$ cat src/hw/rtl/llr_k_min_select_normalize_defines.svh
// Assertion macros shared by the LLR k-min select and normalise block.
`ifndef LLR_K_MIN_SELECT_NORMALIZE_DEFINES_SVH
`define LLR_K_MIN_SELECT_NORMALIZE_DEFINES_SVH

// Clocked assertion of a property, disabled while reset is asserted.
`define LLRK_ASSERT(lbl, prop, msg) \
  lbl: assert property (@(posedge clk_i) disable iff (!rst_ni) (prop)) else $error(msg);

// Clocked assertion of an overlapping implication.
`define LLRK_ASSERT_IMPL(lbl, ante, cons, msg) \
  `LLRK_ASSERT(lbl, (ante) |-> (cons), msg)

// Clocked assertion of a next-cycle implication.
`define LLRK_ASSERT_NEXT(lbl, ante, cons, msg) \
  `LLRK_ASSERT(lbl, (ante) |=> (cons), msg)

`endif

$ cat src/hw/rtl/llrk_pkg.sv
// Package with the constants, word types, cell control type and state type of the block.
package llrk_pkg;

  localparam int FIELD_SIZE = 64;
  localparam int MAX_KEEP   = 64;

  localparam int LLR_W  = 16;
  localparam int SYM_W  = 6;
  localparam int KEEP_W = 7;
  localparam int CNT_W  = $clog2(FIELD_SIZE + 1);
  localparam int CAP_W  = $clog2(MAX_KEEP + 1);
  localparam int CMP_W  = (CAP_W > KEEP_W) ? CAP_W : KEEP_W;

  localparam logic [KEEP_W-1:0] KEEP_RST = KEEP_W'(16);

  typedef struct packed {
    logic signed [LLR_W-1:0] llr_value;
    logic                    is_last;
  } in_word_t;

  typedef struct packed {
    logic [SYM_W-1:0] symbol;
    logic [LLR_W-1:0] norm_llr;
    logic             last_out;
  } out_word_t;

  typedef struct packed {
    logic signed [LLR_W-1:0] llr;
    logic [SYM_W-1:0]        sym;
  } entry_t;

  typedef struct packed {
    logic insert;
    logic shift;
    logic clear;
  } cell_ctrl_t;

  typedef enum logic [1:0] {
    ST_FILL = 2'b01,
    ST_EMIT = 2'b10
  } state_e;

endpackage

$ cat src/hw/rtl/llr_k_min_select_normalize.sv
// Top level: keeps the smallest LLRs of a message sorted and emits them normalised.
// Each input word's LLR is compared with every cell of a sorted row of MAX_KEEP cells at
// once and inserted in place, the larger entries moving one cell down.
// On the word marked last the block stops taking input and shifts the kept entries out of
// the head cell, one output word per cycle while the output is ready, each minus the
// smallest one. There is no clearing pass after reset; the cells are ready at once.
`include "llr_k_min_select_normalize_defines.svh"
module llr_k_min_select_normalize import llrk_pkg::*; (
  input  logic              clk_i,
  input  logic              rst_ni,
  input  logic              cfg_we_i,
  input  logic [KEEP_W-1:0] cfg_wdata_i,
  input  logic              in_valid_i,
  output logic              in_ready_o,
  input  in_word_t          in_word_i,
  output logic              out_valid_o,
  input  logic              out_ready_i,
  output out_word_t         out_word_o
);

  logic [KEEP_W-1:0] keep_count_q;
  state_e            state_q, state_d;
  logic [CNT_W-1:0]  sym_cnt_q, sym_cnt_d;
  logic [CAP_W-1:0]  emit_cnt_q, emit_cnt_d;
  logic              first_q, first_d;
  logic [LLR_W-1:0]  base_q, base_d;

  logic [CMP_W-1:0]  keep_wide;
  logic [CAP_W-1:0]  cap;
  logic [MAX_KEEP-1:0] in_cap;
  logic [MAX_KEEP:0] keep_ext;
  logic [MAX_KEEP:0] valid_ext;
  entry_t            entry_ext [MAX_KEEP+1];
  entry_t            new_entry;
  cell_ctrl_t        ctrl;

  logic              accept_in, accept_out, do_insert, out_last;
  logic [LLR_W-1:0]  base_eff;

  assign keep_wide = CMP_W'(keep_count_q);
  assign cap = (keep_count_q == '0) ? CAP_W'(1) :
               ((keep_wide > CMP_W'(MAX_KEEP)) ? CAP_W'(MAX_KEEP) : CAP_W'(keep_wide));

  assign in_ready_o  = (state_q == ST_FILL);
  assign out_valid_o = (state_q == ST_EMIT);
  assign accept_in   = in_valid_i && in_ready_o;
  assign accept_out  = out_valid_o && out_ready_i;
  assign do_insert   = accept_in && (sym_cnt_q < CNT_W'(FIELD_SIZE));
  assign out_last    = ((emit_cnt_q + CAP_W'(1)) == cap) || !valid_ext[1];

  assign new_entry.llr = in_word_i.llr_value;
  assign new_entry.sym = SYM_W'(sym_cnt_q);

  assign ctrl.insert = do_insert;
  assign ctrl.shift  = accept_out && !out_last;
  assign ctrl.clear  = accept_out && out_last;

  assign keep_ext[0]          = 1'b1;
  assign valid_ext[MAX_KEEP]  = 1'b0;
  assign entry_ext[MAX_KEEP]  = '0;

  for (genvar i = 0; i < MAX_KEEP; i++) begin : g_cell
    assign in_cap[i] = (CAP_W'(i) < cap);

    llrk_cell u_cell (
      .clk_i       (clk_i),
      .rst_ni      (rst_ni),
      .ctrl_i      (ctrl),
      .new_i       (new_entry),
      .in_cap_i    (in_cap[i]),
      .prev_keep_i (keep_ext[i]),
      .prev_valid_i(valid_ext[(i == 0) ? 0 : i - 1]),
      .prev_entry_i(entry_ext[(i == 0) ? 0 : i - 1]),
      .next_valid_i(valid_ext[i+1]),
      .next_entry_i(entry_ext[i+1]),
      .keep_o      (keep_ext[i+1]),
      .valid_o     (valid_ext[i]),
      .entry_o     (entry_ext[i])
    );
  end

  assign base_eff = first_q ? entry_ext[0].llr : base_q;

  assign out_word_o.symbol   = entry_ext[0].sym;
  assign out_word_o.norm_llr = LLR_W'(entry_ext[0].llr - base_eff);
  assign out_word_o.last_out = out_last;

  always_comb begin
    state_d    = state_q;
    sym_cnt_d  = sym_cnt_q;
    emit_cnt_d = emit_cnt_q;
    first_d    = first_q;
    base_d     = base_q;
    unique case (state_q)
      ST_FILL: begin
        if (do_insert) begin
          sym_cnt_d = sym_cnt_q + CNT_W'(1);
        end
        if (accept_in && in_word_i.is_last) begin
          sym_cnt_d = '0;
          if (do_insert || valid_ext[0]) begin
            state_d    = ST_EMIT;
            emit_cnt_d = '0;
            first_d    = 1'b1;
          end
        end
      end
      ST_EMIT: begin
        if (accept_out) begin
          if (out_last) begin
            state_d = ST_FILL;
          end else begin
            emit_cnt_d = emit_cnt_q + CAP_W'(1);
            first_d    = 1'b0;
            base_d     = base_eff;
          end
        end
      end
      default: begin
        state_d = ST_FILL;
      end
    endcase
  end

  always_ff @(posedge clk_i or negedge rst_ni) begin
    if (!rst_ni) begin
      keep_count_q <= KEEP_RST;
      state_q      <= ST_FILL;
      sym_cnt_q    <= '0;
      emit_cnt_q   <= '0;
      first_q      <= 1'b0;
    end else begin
      if (cfg_we_i) begin
        keep_count_q <= cfg_wdata_i;
      end
      state_q    <= state_d;
      sym_cnt_q  <= sym_cnt_d;
      emit_cnt_q <= emit_cnt_d;
      first_q    <= first_d;
    end
  end

  always_ff @(posedge clk_i) begin
    base_q <= base_d;
  end

  `LLRK_ASSERT(a_valid_packed, (((valid_ext[MAX_KEEP-1:0] + 1'b1) & valid_ext[MAX_KEEP-1:0]) == '0), "kept entries are not packed at the head of the row")
  `LLRK_ASSERT_IMPL(a_emit_head, (state_q == ST_EMIT), valid_ext[0], "emitting from an empty row")
  `LLRK_ASSERT_IMPL(a_emit_cnt, (state_q == ST_EMIT), (emit_cnt_q < cap), "more words emitted than the capacity")
  `LLRK_ASSERT_NEXT(a_clear_done, (accept_out && out_last), ((state_q == ST_FILL) && (valid_ext == '0) && (sym_cnt_q == '0)), "row not cleared after the final word")

endmodule

$ cat src/hw/rtl/llrk_cell.sv
// One cell of the sorted chain: holds one kept entry and its valid bit.
module llrk_cell import llrk_pkg::*; (
  input  logic       clk_i,
  input  logic       rst_ni,
  input  cell_ctrl_t ctrl_i,
  input  entry_t     new_i,
  input  logic       in_cap_i,
  input  logic       prev_keep_i,
  input  logic       prev_valid_i,
  input  entry_t     prev_entry_i,
  input  logic       next_valid_i,
  input  entry_t     next_entry_i,
  output logic       keep_o,
  output logic       valid_o,
  output entry_t     entry_o
);

  logic   valid_q, valid_d;
  entry_t entry_q, entry_d;
  logic   keep;

  // Equal values stay put, so a newer symbol lands behind them.
  assign keep = valid_q && (entry_q.llr <= new_i.llr);

  always_comb begin
    valid_d = valid_q;
    entry_d = entry_q;
    if (ctrl_i.clear) begin
      valid_d = 1'b0;
    end else if (ctrl_i.shift) begin
      valid_d = next_valid_i;
      entry_d = next_entry_i;
    end else if (ctrl_i.insert) begin
      if (!in_cap_i) begin
        valid_d = 1'b0;
      end else if (!keep) begin
        if (prev_keep_i) begin
          valid_d = 1'b1;
          entry_d = new_i;
        end else begin
          valid_d = prev_valid_i;
          entry_d = prev_entry_i;
        end
      end
    end
  end

  always_ff @(posedge clk_i or negedge rst_ni) begin
    if (!rst_ni) begin
      valid_q <= 1'b0;
    end else begin
      valid_q <= valid_d;
    end
  end

  always_ff @(posedge clk_i) begin
    entry_q <= entry_d;
  end

  assign keep_o  = keep;
  assign valid_o = valid_q;
  assign entry_o = entry_q;

endmodule
$ cat config.mk
export PLATFORM = sky130hd
export DESIGN_NAME = llr_k_min_select_normalize
export DESIGN_NICKNAME = d
export VERILOG_FILES = /design/src/hw/rtl/llrk_pkg.sv /design/src/hw/rtl/llr_k_min_select_normalize.sv /design/src/hw/rtl/llrk_cell.sv
export VERILOG_INCLUDE_DIRS = /design/src /design/src/hw/rtl
export SDC_FILE = /design/constraint.sdc
export NUM_CORES = 2
export LEC_CHECK = 0
export ABC_AREA = 1
export BUFFER_PORTS_ARGS = -buffer_cell sky130_fd_sc_hd__buf_2
export CAP_MARGIN = 20
export CELL_PAD_IN_SITES_DETAIL_PLACEMENT = 0
export CELL_PAD_IN_SITES_GLOBAL_PLACEMENT = 1
export CORE_UTILIZATION = 53
export CTS_CLUSTER_SIZE = 12
export DETAILED_ROUTE_END_ITERATION = 6
export PLACE_DENSITY_LB_ADDON = 0.1
export SLEW_MARGIN = 25
export SYNTH_ARGS = -nofsm -noshare
export SYNTH_HDL_FRONTEND = slang
export SYNTH_SLANG_ARGS = --single-unit
$ cat constraint.sdc
create_clock -name clk_i -period 11.65 [get_ports clk_i]
set_input_delay 3.495 -clock clk_i [delete_from_list [all_inputs] [get_ports clk_i]]
set_output_delay 3.495 -clock clk_i [all_outputs]
set_load 0.05 [all_outputs]
== Word-level counts from Yosys, hierarchy flattened ==
Cells that the tools add are included.

* Bitwise gates (word level): 2
* Shift operators: 0
* Reductions and logical operators: 275
* Div/mod/pow operators: 0
* Mux-type cells: 721
* Add/sub/neg operators: 3
* Magnitude comparators: 130
* Multiply operators: 0
* Equal/unequal tests: 136

{| class="wikitable"
|+ Operators with widths
! cell !! count
|-
| two-way mux 22 bit || 318
|-
| less-or-equal comparator 16 bit || 64
|-
| two-way mux 1 bit || 387
|-
| AND reduction 4 bit || 65
|-
| inequality test 4 bit, second input constant || 64
|-
| less-than comparator 6 x 7 -> 1 bit, first input constant || 32
|-
| nonzero test 2 bit || 67
|-
| inequality test 2 bit, second input constant || 65
|-
| AND reduction 2 bit || 65
|-
| less-than comparator 5 x 7 -> 1 bit, first input constant || 16
|-
| logical AND 1 bit || 70
|-
| less-than comparator 4 x 7 -> 1 bit, first input constant || 8
|-
| two-way mux 7 bit || 8
|-
| less-than comparator 3 x 7 -> 1 bit, first input constant || 4
|-
| two-way mux 16 bit || 1
|-
| subtractor 16 bit || 1
|-
| adder 7 x 1 -> 7 bit, second input constant || 2
|-
| less-than comparator 1 x 7 -> 1 bit, first input constant || 2
|-
| less-than comparator 2 x 7 -> 1 bit, first input constant || 2
|-
| case mux 7 bit (2 select lines) || 1
|-
| two-way mux 2 bit || 4
|-
| inequality test 2 x 1 -> 1 bit, second input constant || 4
|-
| equality test 7 bit || 1
|-
| greater-than comparator 7 bit, second input constant || 1
|-
| 12 further kinds || 15
|}

* Input bits: 29
* Memory bits (read-only): 0
* Flip-flop bits (word level): 1512
* Memories kept: 0
* Memory bits (writable): 0
* Latch bits: 0

== Logic depth before layout (Yosys ltp) ==
* Depth in word-level cells: 9
* Depth in mapped cells: 21
* Gate-level depth less buffers: 18

== Cells and area by module ==
A second synthesis with hierarchy kept.

* Cell total of the unflattened synthesis: 14052
* Area, all modules: 109377.4 um^2

{| class="wikitable"
|+ Modules (own cells, without submodules)
! module !! area an instance (um^2) !! times used !! seq. area each (um^2) !! cells an instance
|-
| llrk_cell at g_cell[0].u_cell ... || 1657.8 || 59 || 685.7 || 212
|-
| llrk_cell at g_cell[6].u_cell ... || 1652.8 || 4 || 685.7 || 214
|-
| llr_k_min_select_normalize || 3289.4 || 1 || 1083.5 || 475
|-
| llrk_cell at g_cell[2].u_cell || 1664.1 || 1 || 685.7 || 213
|}

== Least setup slack after synthesis ==
No wires, ideal clock.

* Kind: input port to flip-flop
* Start: input in_word_i[6] in the netlist's numbering
* End: register g_cell[3].u_cell.entry_q (netlist bit g_cell[3].u_cell.entry_o[0]) (enable)
* Stages: 15
* Setup time: 0.432 ns
* Required time: 11.218 ns
* Path slack: 2.591 ns
* Path buffers: 2
* Arrival: 8.628 ns
* Cells stage by stage: clkinv_1 clkbuf_1 ha_1 a21oi_1 nor2_1 nor3_1 nand2_1 nand2_1 nand2_1 nand2_1 nand3_1 nand2_1 clkbuf_1 o21ai_0 o21ai_0

* Word-level cells in the longest chain between the ends: 4

{| class="wikitable"
|+ Ends and longest elaborated chain
! element !! RTL line !! source
|-
| from (decl) || llr_k_min_select_normalize.sv:15 || <nowiki>input in_word_t in_word_i,</nowiki>
|-
| less-or-equal comparator 16 bit || llrk_cell.sv:23 || <nowiki>assign keep = valid_q && (entry_q.llr <= new_i.llr);</nowiki>
|-
| logical AND 1 bit || llrk_cell.sv:23 ||
|-
| inequality test 2 bit (no source line) || n/a ||
|-
| AND reduction 4 bit (no source line) || n/a ||
|-
| to (signal assigned) || llrk_cell.sv:57 || <nowiki>entry_q <= entry_d;</nowiki>
|-
| to (decl) || llrk_cell.sv:19 || <nowiki>entry_t entry_q, entry_d;</nowiki>
|}

Every way passes these cells.
A chain may end at the register's enable or synchronous reset.

== Worst setup path in the final report ==
* Start: input in_word_i[14] in the netlist's numbering
* End: register g_cell[19].u_cell.entry_q (netlist bit g_cell[19].u_cell.entry_o[3]) (enable)

* Word-level cells in the longest chain between the ends: 4

{| class="wikitable"
|+ Ends and longest elaborated chain
! element !! RTL line
|-
| less-or-equal comparator 16 bit || llrk_cell.sv:23
|-
| logical AND 1 bit || llrk_cell.sv:23
|-
| inequality test 2 bit (no source line) || n/a
|-
| AND reduction 4 bit (no source line) || n/a
|-
| to (signal assigned) || llrk_cell.sv:57
|-
| to (decl) || llrk_cell.sv:19
|}

Every way passes these cells.

==> flow_metrics.tcl <==
set metrics [dict create \
    setup_viol 0 \
    cp.arrival_ps 8770 \
    num-fill-cells 18900 \
    cp_slowest_cell "nand2_1" \
    syn-cell-area_sq_mm 0.106 \
    fmax_mhz 120 \
    final_nets 14600 \
    cts.sinks 1512 \
    layout_setup_ws_ps 3330 \
    syn2layout_area_growth_pct 7.33 \
    ir_worst_vdd_v 0.000158 \
    first_pass_iters 7 \
    pin_count 54 \
    chipWidth_um 450 \
    muxShareOfSynthArea 0.000106 \
    worstPathCellList "buf_2 > buf_4 > inv_6 > buf_4 > ha_1 > nand2_1 > inv_1 > nor2_1 > o21bai_1 > a21oi_1 > nand2_1 > nand2_1 > nand3_1 > nand2_1 > a31oi_1 > inv_1" \
    first_global_vias 95300 \
    hold_path_startpoint "g_cell[63].u_cell.valid_o" \
    synth_xor_area_frac 0.00115 \
    place_hpwl_um 271000 \
    drc 5 \
    r2r-start "keep_count_q[2]" \
    cts_resized 0 \
    hold_buffers 0 \
    synth_warnings 0 \
    cpMostUsedCell "nand2_1" \
    ctsLongestPathBuffers 3 \
    multi_input_area_sq_mm 0.0544 \
    finalCritPeriodShare 0.714 \
    drt_iter0_drc 12400 \
    required_ps 12100 \
    layout-drive-gt1-share 0.0435 \
    die_h_um 450 \
    grt_pass1_wl_um 600000 \
    skew_ps 27.1 \
    clk_latency_ps 850 \
    pre_cts_slack_ps 2740 \
    avgSynthCellArea_sq_um 7.68 \
    gp_congestion 0.938 \
    grt_max_degree 234 \
    min_path_type "flop to flop" \
    maxCapViolations 0 \
    routedWlPerCell_um 24.8 \
    critPathMaxStageDelay_ps 970 \
    seq_area_frac_synth 0.423 \
    maxSlewViolCount 0 \
    initial_utilization 0.533 \
    synthDistinctLibCells 45 \
    crit_path_max_fanout 34 \
    tritoncts "built" \
    rows 164 \
    htree_levels 4 \
    antenna_left 0 \
    p_leak_uw 0.0526 \
    hold_viol 0 \
    synth_nets 14900 \
    wirelength_um 405000 \
    synthCells 13900 \
    tightest_slew_ps 1200 \
    cp-start-kind "input pin" \
    vias 99700 \
    period_minus_slack_ps 8320 \
    rsz0062_at_grt "false" \
    synth-compound-area-share 0.111 \
    async_reset_ff_frac 0.0582 \
    synth_top_family_by_area "simple AND/OR/NAND/NOR gates" \
    failed_checks "design-rule violations" \
    antenna_found_initial 19 \
    core_area_sq_mm 0.199 \
    final_cell_mix "nand2_1, edfxtp_1, ha_1" \
    port_buffers 53 \
    power_density_mw_per_mm2 169 \
    final_common_cell "nand2_1" \
    synth_edf_count 1424 \
    worstSetupStartpoint "in_word_i[14]" \
    outcome "finished with violations" \
    path_clk_slew_ps 60 \
    clockRootBuffer "clkbuf_16" \
    viasPerCell 6.11 \
    synthSimpleGateAreaFrac 0.274 \
    die_area_sq_mm 0.202 \
    track_usage 0.391 \
    synth_top_flop_cell "edfxtp_1" \
    cts-buffers-inserted 178 \
    synth_adder_area_share 0.123 \
    path_class "input pin to flop" \
    tns_ps 0 \
    regArea_sq_mm 0.0450 \
    slew_headroom 0.202 \
    cp-end-kind "flop" \
    ys_seq_elements 1512 \
    postCtsSetupRepairBufs 0 \
    grt-ovfl-total 0 \
]
per-stage QoR:
step           std cells   util  instance area [sq um]  hold WS [ps]  power [uW]
5_1_grt            16300  0.572                 114000           545       20100
3_5_place_dp       16000  0.544                 108000           490       13600
3_3_place_gp       16000  0.543                 108000           482       13400
4_1_cts            16300  0.572                 114000           505       19200
6_report           16300  0.572                 114000           505       19300
2_1_floorplan      13900      -                 106000           464       11400
where the power goes:
group	switching (uW)	internal, uW	leakage (uW)
sequential	861	7200	0.0144
combinational	3900	1660	0.0354
clock	2470	3170	0.00274
total	7230	12000	0.0526
per-layer routing:
metal | vias up | wire length [um] | global-route usage
met1 | 47400 | 157000 | 0.504
met4 | 0 | 25700 | 0.226
met3 | 1170 | 38100 | 0.0659
li1 | 45900 | - | -
met2 | 5182 | 184000 | 0.619
met5 | - | 0 | 0
cells in the mapped netlist, types with 2 or more instances:
master,instances,area (sq um)
inv_2,4,15.0
nor3_1,52,260
o21ai_1,21,105
o21a_1,36,270
o21ai_0,853,4270
o21bai_1,20,150
nor2_2,2,12.5
nand2_4,2,22.5
ha_1,1041,13000
nor3b_1,2,15.0
o31ai_1,5,37.5
clkinv_1,21,78.8
xnor2_1,6,52.6
a31oi_1,652,4080
nand3_1,844,4220
o2111ai_1,2,17.5
edfxtp_1,1424,42800
nor2_1,1015,3810
or2_2,2,12.5
clkbuf_1,469,1760
inv_1,956,3590
nand4_1,109,682
buf_6,15,169
dfstp_2,2,52.6
nand2_2,2,12.5
buf_4,42,315
buf_1,6,22.5
nand2_1,5317,20000
buf_2,266,1330
nand3b_1,2,15.0
nor4_1,11,68.8
xor2_1,8,70.1
a21o_1,30,225
dfrtp_1,86,2150
a21oi_1,514,2570
and2_1,5,31.3
path summary, 6_finish.rpt:
| path | to | slack [ps] | depth (start not counted) |
|---|---|---|---|
| min | g_cell[63].u_cell.valid_o | 500 | 2 |
| min in group asynchronous | g_cell[56].u_cell.valid_o | 2680 | 1 |
| min reg2reg | g_cell[63].u_cell.valid_o | 500 | 2 |
| max reg2reg | g_cell[33].u_cell.entry_o[4] | 6330 | 15 |
| max | g_cell[19].u_cell.entry_o[3] | 3330 | 16 |
| max in group asynchronous | g_cell[51].u_cell.valid_o | 7300 | 3 |
sequential cells by signal, summed over array words and instances (netlist names):
signal                 count
g_cell.u_cell.entry_o   1408
g_cell.u_cell.valid_o     64
base_q                    16
emit_cnt_q                 7
keep_count_q               7
sym_cnt_q                  7
state_q                    2
first_q                    1
worst max-delay path: cells and delay by family:
kind	cells	cell delay [ps]
and+or+nand+nor	6	1920
buffers and inverters	6	2470
AOI/OAI and AO/OA	3	390
adders and majority gates	1	370
cell type report:
class,count,area share
Timing Repair Buffer,258,0.0179
Clock buffer,241,0.0424
Clock inverter,89,0.00700
Tap cell,2656,0.0291
Sequential cell,1512,0.394
Antenna cell,15,0.000329
Multi-Input combinational cell,10600,0.476
Inverter,981,0.0329
logic make-up after synthesis:
logic type | after synthesis
adder cells (fa/ha/maj) | 1042
XOR/XNOR | 14
flip-flops | 1512
AND/OR/NAND/NOR | 7369
AO/OA/AOI/OAI | 2136
buffers and inverters | 1779
multiplexers | 1
No activity file was read; power rests on OpenSTA's default activity.
